$ cat config.mk
export PLATFORM = sky130hd
export DESIGN_NAME = timestamp_to_calendar_flat
export DESIGN_NICKNAME = d
export VERILOG_FILES = /design/src/hw/rtl/ttc_pkg.sv /design/src/hw/rtl/ttc_if.sv /design/src/hw/rtl/timestamp_to_calendar.sv /design/src/flat_wrapper.sv
export SDC_FILE = /design/constraint.sdc
export NUM_CORES = 2
export LEC_CHECK = 0
export ABC_AREA = 1
export BUFFER_PORTS_ARGS = -buffer_cell sky130_fd_sc_hd__buf_4
export CORE_MARGIN = 4
export CORE_UTILIZATION = 55
export DETAILED_ROUTE_END_ITERATION = 10
export PLACE_DENSITY = 0.75
export SETUP_SLACK_MARGIN = 0.15
export SKIP_CTS_REPAIR_TIMING = 1
export SLEW_MARGIN = 20
export SYNTH_ARGS = -nofsm -noshare
export SYNTH_HDL_FRONTEND = slang
export SYNTH_SLANG_ARGS = --single-unit
$ cat constraint.sdc
create_clock -name clk -period 9.8 [get_ports clk]
set_clock_uncertainty 0.15 [all_clocks]
set_input_delay 1.96 -clock clk [delete_from_list [all_inputs] [get_ports clk]]
set_output_delay 1.96 -clock clk [all_outputs]
set_load 0.1 [all_outputs]
$ cat src/hw/rtl/ttc_pkg.sv
// shared widths, reciprocal constants and calendar tables for the timestamp converter
package ttc_pkg;

  localparam int unsigned TS_W     = 32;
  localparam int unsigned TZ_W     = 5;
  localparam int unsigned DAYS_W   = 16;
  localparam int unsigned YEAR_W   = 12;
  localparam int unsigned MONTH_W  = 4;
  localparam int unsigned DOM_W    = 5;
  localparam int unsigned HOUR_W   = 5;
  localparam int unsigned MIN_W    = 6;
  localparam int unsigned SEC_W    = 6;

  localparam int unsigned SECS_W   = 17;  // seconds within a day
  localparam int unsigned REMH_W   = 12;  // seconds within an hour
  localparam int unsigned CYC_W    = 6;   // four-year cycles
  localparam int unsigned REM_W    = 11;  // day within a four-year period
  localparam int unsigned DOY_W    = 9;   // day within a year

  localparam logic [11:0] SEC_PER_HOUR   = 12'd3600;
  localparam logic [16:0] SEC_PER_DAY    = 17'd86400;
  localparam logic [10:0] DAYS_PER_CYCLE = 11'd1461;
  localparam logic [5:0]  SEC_PER_MIN    = 6'd60;
  localparam logic [YEAR_W-1:0] BASE_YEAR = 12'd1970;

  // floor(x / 675) for x < 2^25, used on seconds >> 7
  localparam logic [25:0] RECIP_DAY   = 26'd50903317;
  localparam int unsigned SHIFT_DAY   = 35;
  // floor(x / 1461) for x < 2^16
  localparam logic [16:0] RECIP_CYC   = 17'd91868;
  localparam int unsigned SHIFT_CYC   = 27;
  // floor(x / 225) for x < 5400, used on seconds >> 4
  localparam logic [13:0] RECIP_HOUR  = 14'd9321;
  localparam int unsigned SHIFT_HOUR  = 21;
  // floor(x / 15) for x < 900, used on seconds >> 2
  localparam logic [10:0] RECIP_MIN   = 11'd1093;
  localparam int unsigned SHIFT_MIN   = 14;

  localparam logic [REM_W-1:0] YEAR1_START = 11'd365;
  localparam logic [REM_W-1:0] YEAR2_START = 11'd730;
  localparam logic [REM_W-1:0] YEAR3_START = 11'd1096;
  localparam logic [1:0]       LEAP_SLOT   = 2'd2;

  // first day of a month within the year, month index from 0
  function automatic logic [DOY_W-1:0] month_start(input logic [MONTH_W-1:0] idx,
                                                   input logic leap);
    logic [DOY_W-1:0] base;
    case (idx)
      4'd0:    base = 9'd0;
      4'd1:    base = 9'd31;
      4'd2:    base = 9'd59;
      4'd3:    base = 9'd90;
      4'd4:    base = 9'd120;
      4'd5:    base = 9'd151;
      4'd6:    base = 9'd181;
      4'd7:    base = 9'd212;
      4'd8:    base = 9'd243;
      4'd9:    base = 9'd273;
      4'd10:   base = 9'd304;
      4'd11:   base = 9'd334;
      default: base = 9'd0;
    endcase
    if (leap && (idx >= 4'd2)) begin
      base = base + 9'd1;
    end
    return base;
  endfunction

endpackage

$ cat src/hw/rtl/ttc_if.sv
// handshake channels for the timestamp converter
interface ttc_in_if;
  import ttc_pkg::*;
  logic            valid;
  logic            ready;
  logic [TS_W-1:0] timestamp;
  modport source (output valid, output timestamp, input ready);
  modport sink   (input valid, input timestamp, output ready);
endinterface

interface ttc_out_if;
  import ttc_pkg::*;
  logic               valid;
  logic               ready;
  logic [DAYS_W-1:0]  day_count;
  logic [YEAR_W-1:0]  year;
  logic [MONTH_W-1:0] month;
  logic [DOM_W-1:0]   day_of_month;
  logic [HOUR_W-1:0]  hour;
  logic [MIN_W-1:0]   minute;
  logic [SEC_W-1:0]   second;
  modport source (output valid, output day_count, output year, output month,
                  output day_of_month, output hour, output minute, output second,
                  input ready);
  modport sink   (input valid, input day_count, input year, input month,
                  input day_of_month, input hour, input minute, input second,
                  output ready);
endinterface

interface ttc_cfg_if;
  import ttc_pkg::*;
  logic            valid;
  logic            ready;
  logic [TZ_W-1:0] time_zone_hours;
  modport source (output valid, output time_zone_hours, input ready);
  modport sink   (input valid, input time_zone_hours, output ready);
endinterface

$ cat src/hw/rtl/timestamp_to_calendar.sv
// seconds-since-1970 timestamp to calendar date and time of day
//
//   channel   dir  word
//   in_chan   in   timestamp
//   out_chan  out  day_count, year, month, day_of_month, hour, minute, second
//   cfg_chan  in   time_zone_hours
//
// seven register stages, one word accepted per cycle while the pipeline is not held
// the stage count is set by the chain of reciprocal multiplies and their remainders
// the whole pipeline holds while the last stage is full and out_chan.ready is low
// rst_n clears the stage valid bits and the zone offset; cfg_chan is always ready
module timestamp_to_calendar
  import ttc_pkg::*;
(
  input  logic      clk,
  input  logic      rst_n,
  ttc_in_if.sink    in_chan,
  ttc_cfg_if.sink   cfg_chan,
  ttc_out_if.source out_chan
);

  logic [6:0]        vld_r;
  logic              adv;
  logic [TZ_W-1:0]   tz_r;

  logic [TS_W-1:0]   ts1_r, ts2_r;
  logic [DAYS_W-1:0] days2_r, days3_r, days4_r, days5_r, days6_r, days7_r;
  logic [CYC_W-1:0]  cyc3_r, cyc4_r;
  logic [SECS_W-1:0] secs3_r, secs4_r;
  logic [REM_W-1:0]  rem4_r;
  logic [HOUR_W-1:0] hour4_r, hour5_r, hour6_r, hour7_r;
  logic [DOY_W-1:0]  doy5_r;
  logic              leap5_r;
  logic [YEAR_W-1:0] year5_r, year6_r, year7_r;
  logic [REMH_W-1:0] remh5_r, remh6_r;
  logic [MONTH_W-1:0] month6_r, month7_r;
  logic [DOM_W-1:0]  dom6_r, dom7_r;
  logic [MIN_W-1:0]  min6_r, min7_r;
  logic [SEC_W-1:0]  sec7_r;

  logic [TS_W-1:0]   ts1_nxt;
  logic [50:0]       day_prod;
  logic [32:0]       cyc_prod;
  logic [32:0]       daysec_prod;
  logic [SECS_W-1:0] secs3_nxt;
  logic [16:0]       cycday_prod;
  logic [26:0]       hour_prod;
  logic [REM_W-1:0]  rem4_nxt;
  logic [1:0]        yslot;
  logic [REM_W-1:0]  ystart;
  logic [YEAR_W-1:0] year5_nxt;
  logic [16:0]       hoursec_prod;
  logic [REMH_W-1:0] remh5_nxt;
  logic [MONTH_W-1:0] midx;
  logic [DOY_W-1:0]  dom_off;
  logic [20:0]       min_prod;
  logic [11:0]       minsec_prod;
  logic [SEC_W-1:0]  sec7_nxt;

  assign adv           = !vld_r[6] || out_chan.ready;
  assign in_chan.ready = adv;
  assign cfg_chan.ready = 1'b1;

  // offset add, wrapping at 32 bits
  assign ts1_nxt = in_chan.timestamp + TS_W'(tz_r) * TS_W'(SEC_PER_HOUR);

  // days = ts / 86400
  assign day_prod = 51'(ts1_r[TS_W-1:7]) * 51'(RECIP_DAY);

  // cycles = days / 1461, seconds of day = ts - days * 86400
  assign cyc_prod    = 33'(days2_r) * 33'(RECIP_CYC);
  assign daysec_prod = 33'(days2_r) * 33'(SEC_PER_DAY);
  assign secs3_nxt   = ts2_r[SECS_W-1:0] - daysec_prod[SECS_W-1:0];

  // day within cycle, hour = secs / 3600
  assign cycday_prod = 17'(cyc3_r) * 17'(DAYS_PER_CYCLE);
  assign rem4_nxt    = days3_r[REM_W-1:0] - cycday_prod[REM_W-1:0];
  assign hour_prod   = 27'(secs3_r[SECS_W-1:4]) * 27'(RECIP_HOUR);

  // year slot within the cycle, seconds within the hour
  always_comb begin
    if (rem4_r >= YEAR3_START) begin
      yslot  = 2'd3;
      ystart = YEAR3_START;
    end else if (rem4_r >= YEAR2_START) begin
      yslot  = 2'd2;
      ystart = YEAR2_START;
    end else if (rem4_r >= YEAR1_START) begin
      yslot  = 2'd1;
      ystart = YEAR1_START;
    end else begin
      yslot  = 2'd0;
      ystart = '0;
    end
  end
  assign year5_nxt    = BASE_YEAR + YEAR_W'({cyc4_r, 2'b00}) + YEAR_W'(yslot);
  assign hoursec_prod = 17'(hour4_r) * 17'(SEC_PER_HOUR);
  assign remh5_nxt    = secs4_r[REMH_W-1:0] - hoursec_prod[REMH_W-1:0];

  // month by parallel compares against month starts, minute = remh / 60
  always_comb begin
    midx = '0;
    for (int i = 1; i < 12; i++) begin
      if (doy5_r >= month_start(MONTH_W'(i), leap5_r)) begin
        midx = MONTH_W'(i);
      end
    end
  end
  assign dom_off  = doy5_r - month_start(midx, leap5_r);
  assign min_prod = 21'(remh5_r[REMH_W-1:2]) * 21'(RECIP_MIN);

  // second = remh - minute * 60
  assign minsec_prod = 12'(min6_r) * 12'(SEC_PER_MIN);
  assign sec7_nxt    = remh6_r[SEC_W-1:0] - minsec_prod[SEC_W-1:0];

  always_ff @(posedge clk) begin
    if (!rst_n) begin
      vld_r <= '0;
      tz_r  <= '0;
    end else begin
      if (cfg_chan.valid) begin
        tz_r <= cfg_chan.time_zone_hours;
      end
      if (adv) begin
        vld_r <= {vld_r[5:0], in_chan.valid};
      end
    end
  end

  always_ff @(posedge clk) begin
    if (adv) begin
      ts1_r    <= ts1_nxt;

      ts2_r    <= ts1_r;
      days2_r  <= day_prod[SHIFT_DAY +: DAYS_W];

      days3_r  <= days2_r;
      cyc3_r   <= cyc_prod[SHIFT_CYC +: CYC_W];
      secs3_r  <= secs3_nxt;

      days4_r  <= days3_r;
      cyc4_r   <= cyc3_r;
      secs4_r  <= secs3_r;
      rem4_r   <= rem4_nxt;
      hour4_r  <= hour_prod[SHIFT_HOUR +: HOUR_W];

      days5_r  <= days4_r;
      hour5_r  <= hour4_r;
      doy5_r   <= DOY_W'(rem4_r - ystart);
      leap5_r  <= (yslot == LEAP_SLOT);
      year5_r  <= year5_nxt;
      remh5_r  <= remh5_nxt;

      days6_r  <= days5_r;
      hour6_r  <= hour5_r;
      year6_r  <= year5_r;
      remh6_r  <= remh5_r;
      month6_r <= midx + MONTH_W'(1);
      dom6_r   <= DOM_W'(dom_off) + DOM_W'(1);
      min6_r   <= min_prod[SHIFT_MIN +: MIN_W];

      days7_r  <= days6_r;
      hour7_r  <= hour6_r;
      year7_r  <= year6_r;
      month7_r <= month6_r;
      dom7_r   <= dom6_r;
      min7_r   <= min6_r;
      sec7_r   <= sec7_nxt;
    end
  end

  assign out_chan.valid        = vld_r[6];
  assign out_chan.day_count    = days7_r;
  assign out_chan.year         = year7_r;
  assign out_chan.month        = month7_r;
  assign out_chan.day_of_month = dom7_r;
  assign out_chan.hour         = hour7_r;
  assign out_chan.minute       = min7_r;
  assign out_chan.second       = sec7_r;

endmodule
$ cat src/flat_wrapper.sv
// flat-port wrapper written by rule: the top's interface ports become plain ports
module timestamp_to_calendar_flat import ttc_pkg::*;
  (clk, rst_n, in_chan_valid, in_chan_timestamp, in_chan_ready, cfg_chan_valid, cfg_chan_time_zone_hours, cfg_chan_ready, out_chan_valid, out_chan_day_count, out_chan_year, out_chan_month, out_chan_day_of_month, out_chan_hour, out_chan_minute, out_chan_second, out_chan_ready);
  ttc_in_if in_chan_i ();
  ttc_cfg_if cfg_chan_i ();
  ttc_out_if out_chan_i ();
  input  logic clk;
  input  logic rst_n;
  input wire logic [$bits(in_chan_i.valid)-1:0] in_chan_valid;
  input wire logic [$bits(in_chan_i.timestamp)-1:0] in_chan_timestamp;
  output wire logic [$bits(in_chan_i.ready)-1:0] in_chan_ready;
  input wire logic [$bits(cfg_chan_i.valid)-1:0] cfg_chan_valid;
  input wire logic [$bits(cfg_chan_i.time_zone_hours)-1:0] cfg_chan_time_zone_hours;
  output wire logic [$bits(cfg_chan_i.ready)-1:0] cfg_chan_ready;
  output wire logic [$bits(out_chan_i.valid)-1:0] out_chan_valid;
  output wire logic [$bits(out_chan_i.day_count)-1:0] out_chan_day_count;
  output wire logic [$bits(out_chan_i.year)-1:0] out_chan_year;
  output wire logic [$bits(out_chan_i.month)-1:0] out_chan_month;
  output wire logic [$bits(out_chan_i.day_of_month)-1:0] out_chan_day_of_month;
  output wire logic [$bits(out_chan_i.hour)-1:0] out_chan_hour;
  output wire logic [$bits(out_chan_i.minute)-1:0] out_chan_minute;
  output wire logic [$bits(out_chan_i.second)-1:0] out_chan_second;
  input wire logic [$bits(out_chan_i.ready)-1:0] out_chan_ready;
  assign in_chan_i.valid = in_chan_valid;
  assign in_chan_i.timestamp = in_chan_timestamp;
  assign in_chan_ready = in_chan_i.ready;
  assign cfg_chan_i.valid = cfg_chan_valid;
  assign cfg_chan_i.time_zone_hours = cfg_chan_time_zone_hours;
  assign cfg_chan_ready = cfg_chan_i.ready;
  assign out_chan_valid = out_chan_i.valid;
  assign out_chan_day_count = out_chan_i.day_count;
  assign out_chan_year = out_chan_i.year;
  assign out_chan_month = out_chan_i.month;
  assign out_chan_day_of_month = out_chan_i.day_of_month;
  assign out_chan_hour = out_chan_i.hour;
  assign out_chan_minute = out_chan_i.minute;
  assign out_chan_second = out_chan_i.second;
  assign out_chan_i.ready = out_chan_ready;
  timestamp_to_calendar u_core (.clk(clk), .rst_n(rst_n), .in_chan(in_chan_i), .cfg_chan(cfg_chan_i), .out_chan(out_chan_i));
endmodule
==> results.md <==
- The number of buffer and inverter instances along the worst setup path is 6.
- The HPWL after detailed placement is 55,000 um.
- The weighted congestion reported at the end of routability-driven placement is just under 1.
- The largest registers in the layout are u_core.ts1_r (32), u_core.secs3_r (17), u_core.ts2_r (17).
- For the worst setup path, the data arrival time is 6.74 ns.
- The number of iterations in the first detailed-routing pass is 5.
- The floorplan step defined a die boundary enclosing 64,680 um2.
- The run finished with clean final reports.
- The leading register cell type out of synthesis is sky130_fd_sc_hd__edfxtp_1.
- The worst reg2reg path endpoint is u_core.days2_r[14].
- The register with the most flip-flops in the layout has 32 of them.
- In this run the worst hold path is classified as flop to flop.
- The maximum level of the CTS H-tree is 2.
- The final global-route overflow total is 0.
- The launching point of the worst reg2reg path is u_core.ts1_r[12].
- Along the worst path, the maximum fanout reaches 12.
- The average wire length per cell after detail routing is 16.14 um.
- After floorplanning, the core was divided into 90 placement rows.
- The first global-routing pass estimated 110,600 um of wire.
- The depth of the critical timing path with buffers and inverters included is 23.
- The average instance in the mapped netlist occupies around 11 um2.
- For this design, the slowest cell found on the critical path is sky130_fd_sc_hd__edfxtp_1.
- The die boundary height is 254.3 um.
- By count the netlist is led by sky130_fd_sc_hd__inv_1 (788), sky130_fd_sc_hd__ha_1 (657), sky130_fd_sc_hd__fa_1 (347).
- The detailed-route wire length is 65,820 um.
- In the global route stage, overall resource usage came out at between 20% and 30%.
- The floorplan die width is 254.3 um.
- Entering global routing, the biggest net connects 102 pins.
- The initial antenna violation count came to 1.
- The synthesized design contains 317 enable-type register cells.
- For the worst flop-to-flop path, the logic depth is 23.
- The violation count after the first detailed-route iteration is roughly 900.
- The Yosys step of the flow raised 0 warnings.
- The critical path goes through inv_1, ha_1, inv_1, fa_1, ha_1, inv_1, fa_1, inv_1, fa_1, fa_1, inv_1, fa_1, inv_1, ha_1, a21oi_1, o21ai_0, a21oi_1, o21ai_0, nand2_1, nand3_1, a21oi_1, o21ai_0, xor2_1.
- The clock drives between 300 and 400 sinks.
- CTS placed an instance of sky130_fd_sc_hd__clkbuf_16 at the clock tree root.
- STA classifies the critical path endpoint as a flop.
- The clock tree from TritonCTS is done.
- Of all cell types, the one taking the most synthesized area is sky130_fd_sc_hd__edfxtp_1.
- The count of vias placed by the detailed router is 21,130.
- The clock-pin slew on the worst setup and hold paths is 0.06 ns.
- The count of final max-slew check failures is 0.
- The detailed router put a total of roughly 28,000 um of wire on met1.
- Synthesis handed over a netlist of 3,127 instances.
- The timing-limited maximum frequency is 151.5 MHz.
- Yosys mapped the design onto 60 distinct sky130hd cell types.
- The remaining number of nets flagged by the antenna check after routing is 0.
- The count of nets after finishing is between 4,000 and 5,000.
- The largest stage delay on the critical path is 0.86 ns.
- The tool flagged a number of max-cap violations equal to 0.
- The count of endpoints failing setup in the final report is 0.
- By area the synthesized netlist is led by sky130_fd_sc_hd__edfxtp_1 (29%), sky130_fd_sc_hd__ha_1 (25%), sky130_fd_sc_hd__fa_1 (21%).
- The post-route DRC violation count is 0.
- The final setup TNS is 0 ns.
- The startpoint type of the worst setup path is a flop.
- The via count of the first global-routing pass is 22,430.
- The total core area is ~60,000 um2.
- The area growth from synthesis to layout is 9.159%.
- Setup repair after global routing left no endpoint under its margin.
- The number of endpoints with negative hold slack in the final report is 0.
- The worst pin sits at a relative slew slack of ~36%.
- The share of post-route cells with drive strength above 1 is 6.009%.
- The total met3 wirelength after detailed routing is 3126 um.
- For this configuration, the core starts out at a cell density of between 50% and 60%.
- Setup slack on the worst reg-to-reg path comes out at between 3 and 4 ns.
- Among cell families on the critical path, the largest total delay comes from adder cells.
- In this run the worst setup path terminates at u_core.days2_r[14].
- The number of vias per cell after detailed routing is 5.182.
- The synthesized net count is 4,173.
- The most common cell type on the critical path is sky130_fd_sc_hd__inv_1.
- The deepest clock path buffer count is 3.
- For this run, asynchronously set or reset flops after synthesis account for 0%.
- The routed length on met2 is 32,270 um.
- The cell with the most instances after synthesis is sky130_fd_sc_hd__inv_1.
- The share of the cycle needed by the critical path after routing is 67.37%.
- The detailed router used layers up to and including met5.
- The shortest period the worst path allows is 6.603 ns.
- The transition time at the pin with the least slew margin is 0.9572 ns.
- Ranked by flip-flop count, first place goes to u_core.ts1_r.
- The data required time at the worst endpoint is 9.94 ns.
- The flip-flop and latch count after synthesis is approximately 330.
- The I/O pin count is 99.
- Summing the sequential cell areas from Yosys gives 29.24% of the chip area.
- The number of buffers added by the clock tree synthesis step is 40.
- The netlist area before placement is 33,370 um2.
- At the later pin of the worst-skew pair, clock insertion delay measures 0.59 ns.
- The setup path with the least slack is of type flop to flop.
- Tracing the worst setup path back leads to its startpoint at u_core.ts1_r[12].
- The number of port buffers is between 90 and 100.
- The total inserted antenna cells is 0.
- The share of the synthesized area in the top cell type is 28.52%.
[kinds of logic after synthesis]
family,Yosys count,share of synthesized area [%]
AOI/OAI and AO/OA,341,5.807
buffers and inverters,798,9.032
and+or+nand+nor,511,6.707
DFF,329,29.24
other,1,0.01124
adders and majority gates,1004,45.45
xor gates and xnor gates,143,3.753
[routing by layer]
layer / GRT usage, % / up-vias
met4: 7.931 / 2
met5: 0 / -
li1: - / 10470
met1: 26.71 / 10100
met3: 3.845 / 139
met2: 37.36 / 416
[cell type report]
type                            count  area [um2]
Timing Repair Buffer              102       778.2
Fill cell                        4902       23820
Inverter                          794        2984
Clock inverter                     24       306.5
Multi-Input combinational cell   2000       20600
Clock buffer                       46        1023
Tap cell                          782       978.4
Sequential cell                   329        9759
[through the flow]
| stage | instance area, um2 | hold WS (ns) | worst slack [ns] | std cells | utilization, % |
|---|---|---|---|---|---|
| 2_1_floorplan | 33380 | 0.2503 | 1.411 | 3127 | - |
| 3_3_place_gp | 35100 | 0.2508 | 3.406 | 4007 | 58.26 |
| 3_5_place_dp | 35100 | 0.2545 | 3.252 | 4007 | 58.26 |
| 4_1_cts | 36430 | 0.2345 | 3.211 | 4077 | 60.47 |
| 5_1_grt | 36430 | 0.2381 | 2.760 | 4077 | 60.47 |
| 6_report | 36430 | 0.2348 | 3.197 | 4077 | 60.47 |
[worst min-delay path by stage]
| stage | from | endpoint | slack (ns) | cells past startpoint |
|---|---|---|---|---|
| 4_1_cts | u_core.days5_r[14] | u_core.days6_r[14] | 0.23 | 0 |
| 3_3_place_gp | u_core.month6_r[1] | u_core.out_chan.month[1] | 0.25 | 0 |
| 2_1_floorplan | u_core.days3_r[11] | u_core.days4_r[11] | 0.25 | 0 |
| 6_report | u_core.days5_r[14] | u_core.days6_r[14] | 0.23 | 0 |
| 3_5_place_dp | u_core.days3_r[14] | u_core.days4_r[14] | 0.25 | 0 |
| 5_1_grt | u_core.days5_r[12] | u_core.days6_r[12] | 0.24 | 0 |
[cell usage in the layout, fill, tap and decap left out, types with 5 or more instances in the layout]
cell type                   instances
sky130_fd_sc_hd__nand2_1          245
sky130_fd_sc_hd__xnor2_1           49
sky130_fd_sc_hd__clkbuf_16         40
sky130_fd_sc_hd__nor3_1            18
sky130_fd_sc_hd__o2111ai_1          5
sky130_fd_sc_hd__inv_6              5
sky130_fd_sc_hd__nand2_2            6
sky130_fd_sc_hd__nand3_2            6
sky130_fd_sc_hd__inv_2              5
sky130_fd_sc_hd__nor4_1            14
sky130_fd_sc_hd__a21oi_1          170
sky130_fd_sc_hd__o31ai_1            6
sky130_fd_sc_hd__o211ai_1           6
sky130_fd_sc_hd__nor2_1           135
sky130_fd_sc_hd__a31oi_1           13
sky130_fd_sc_hd__nand3_1           50
sky130_fd_sc_hd__a21o_1            11
sky130_fd_sc_hd__ha_1             657
sky130_fd_sc_hd__o21ai_1            7
sky130_fd_sc_hd__o21ai_0           89
sky130_fd_sc_hd__inv_1            787
sky130_fd_sc_hd__dfxtp_1           12
sky130_fd_sc_hd__clkbuf_1           6
sky130_fd_sc_hd__xor2_1            94
sky130_fd_sc_hd__fa_1             347
sky130_fd_sc_hd__nand4_1           18
sky130_fd_sc_hd__buf_4            101
sky130_fd_sc_hd__edfxtp_1         317
sky130_fd_sc_hd__o21a_1             5
sky130_fd_sc_hd__o21bai_1           6
Power is left out: the tool's default activity adds up to more than one toggle a clock period on the data nets, which glitch-free logic cannot reach.
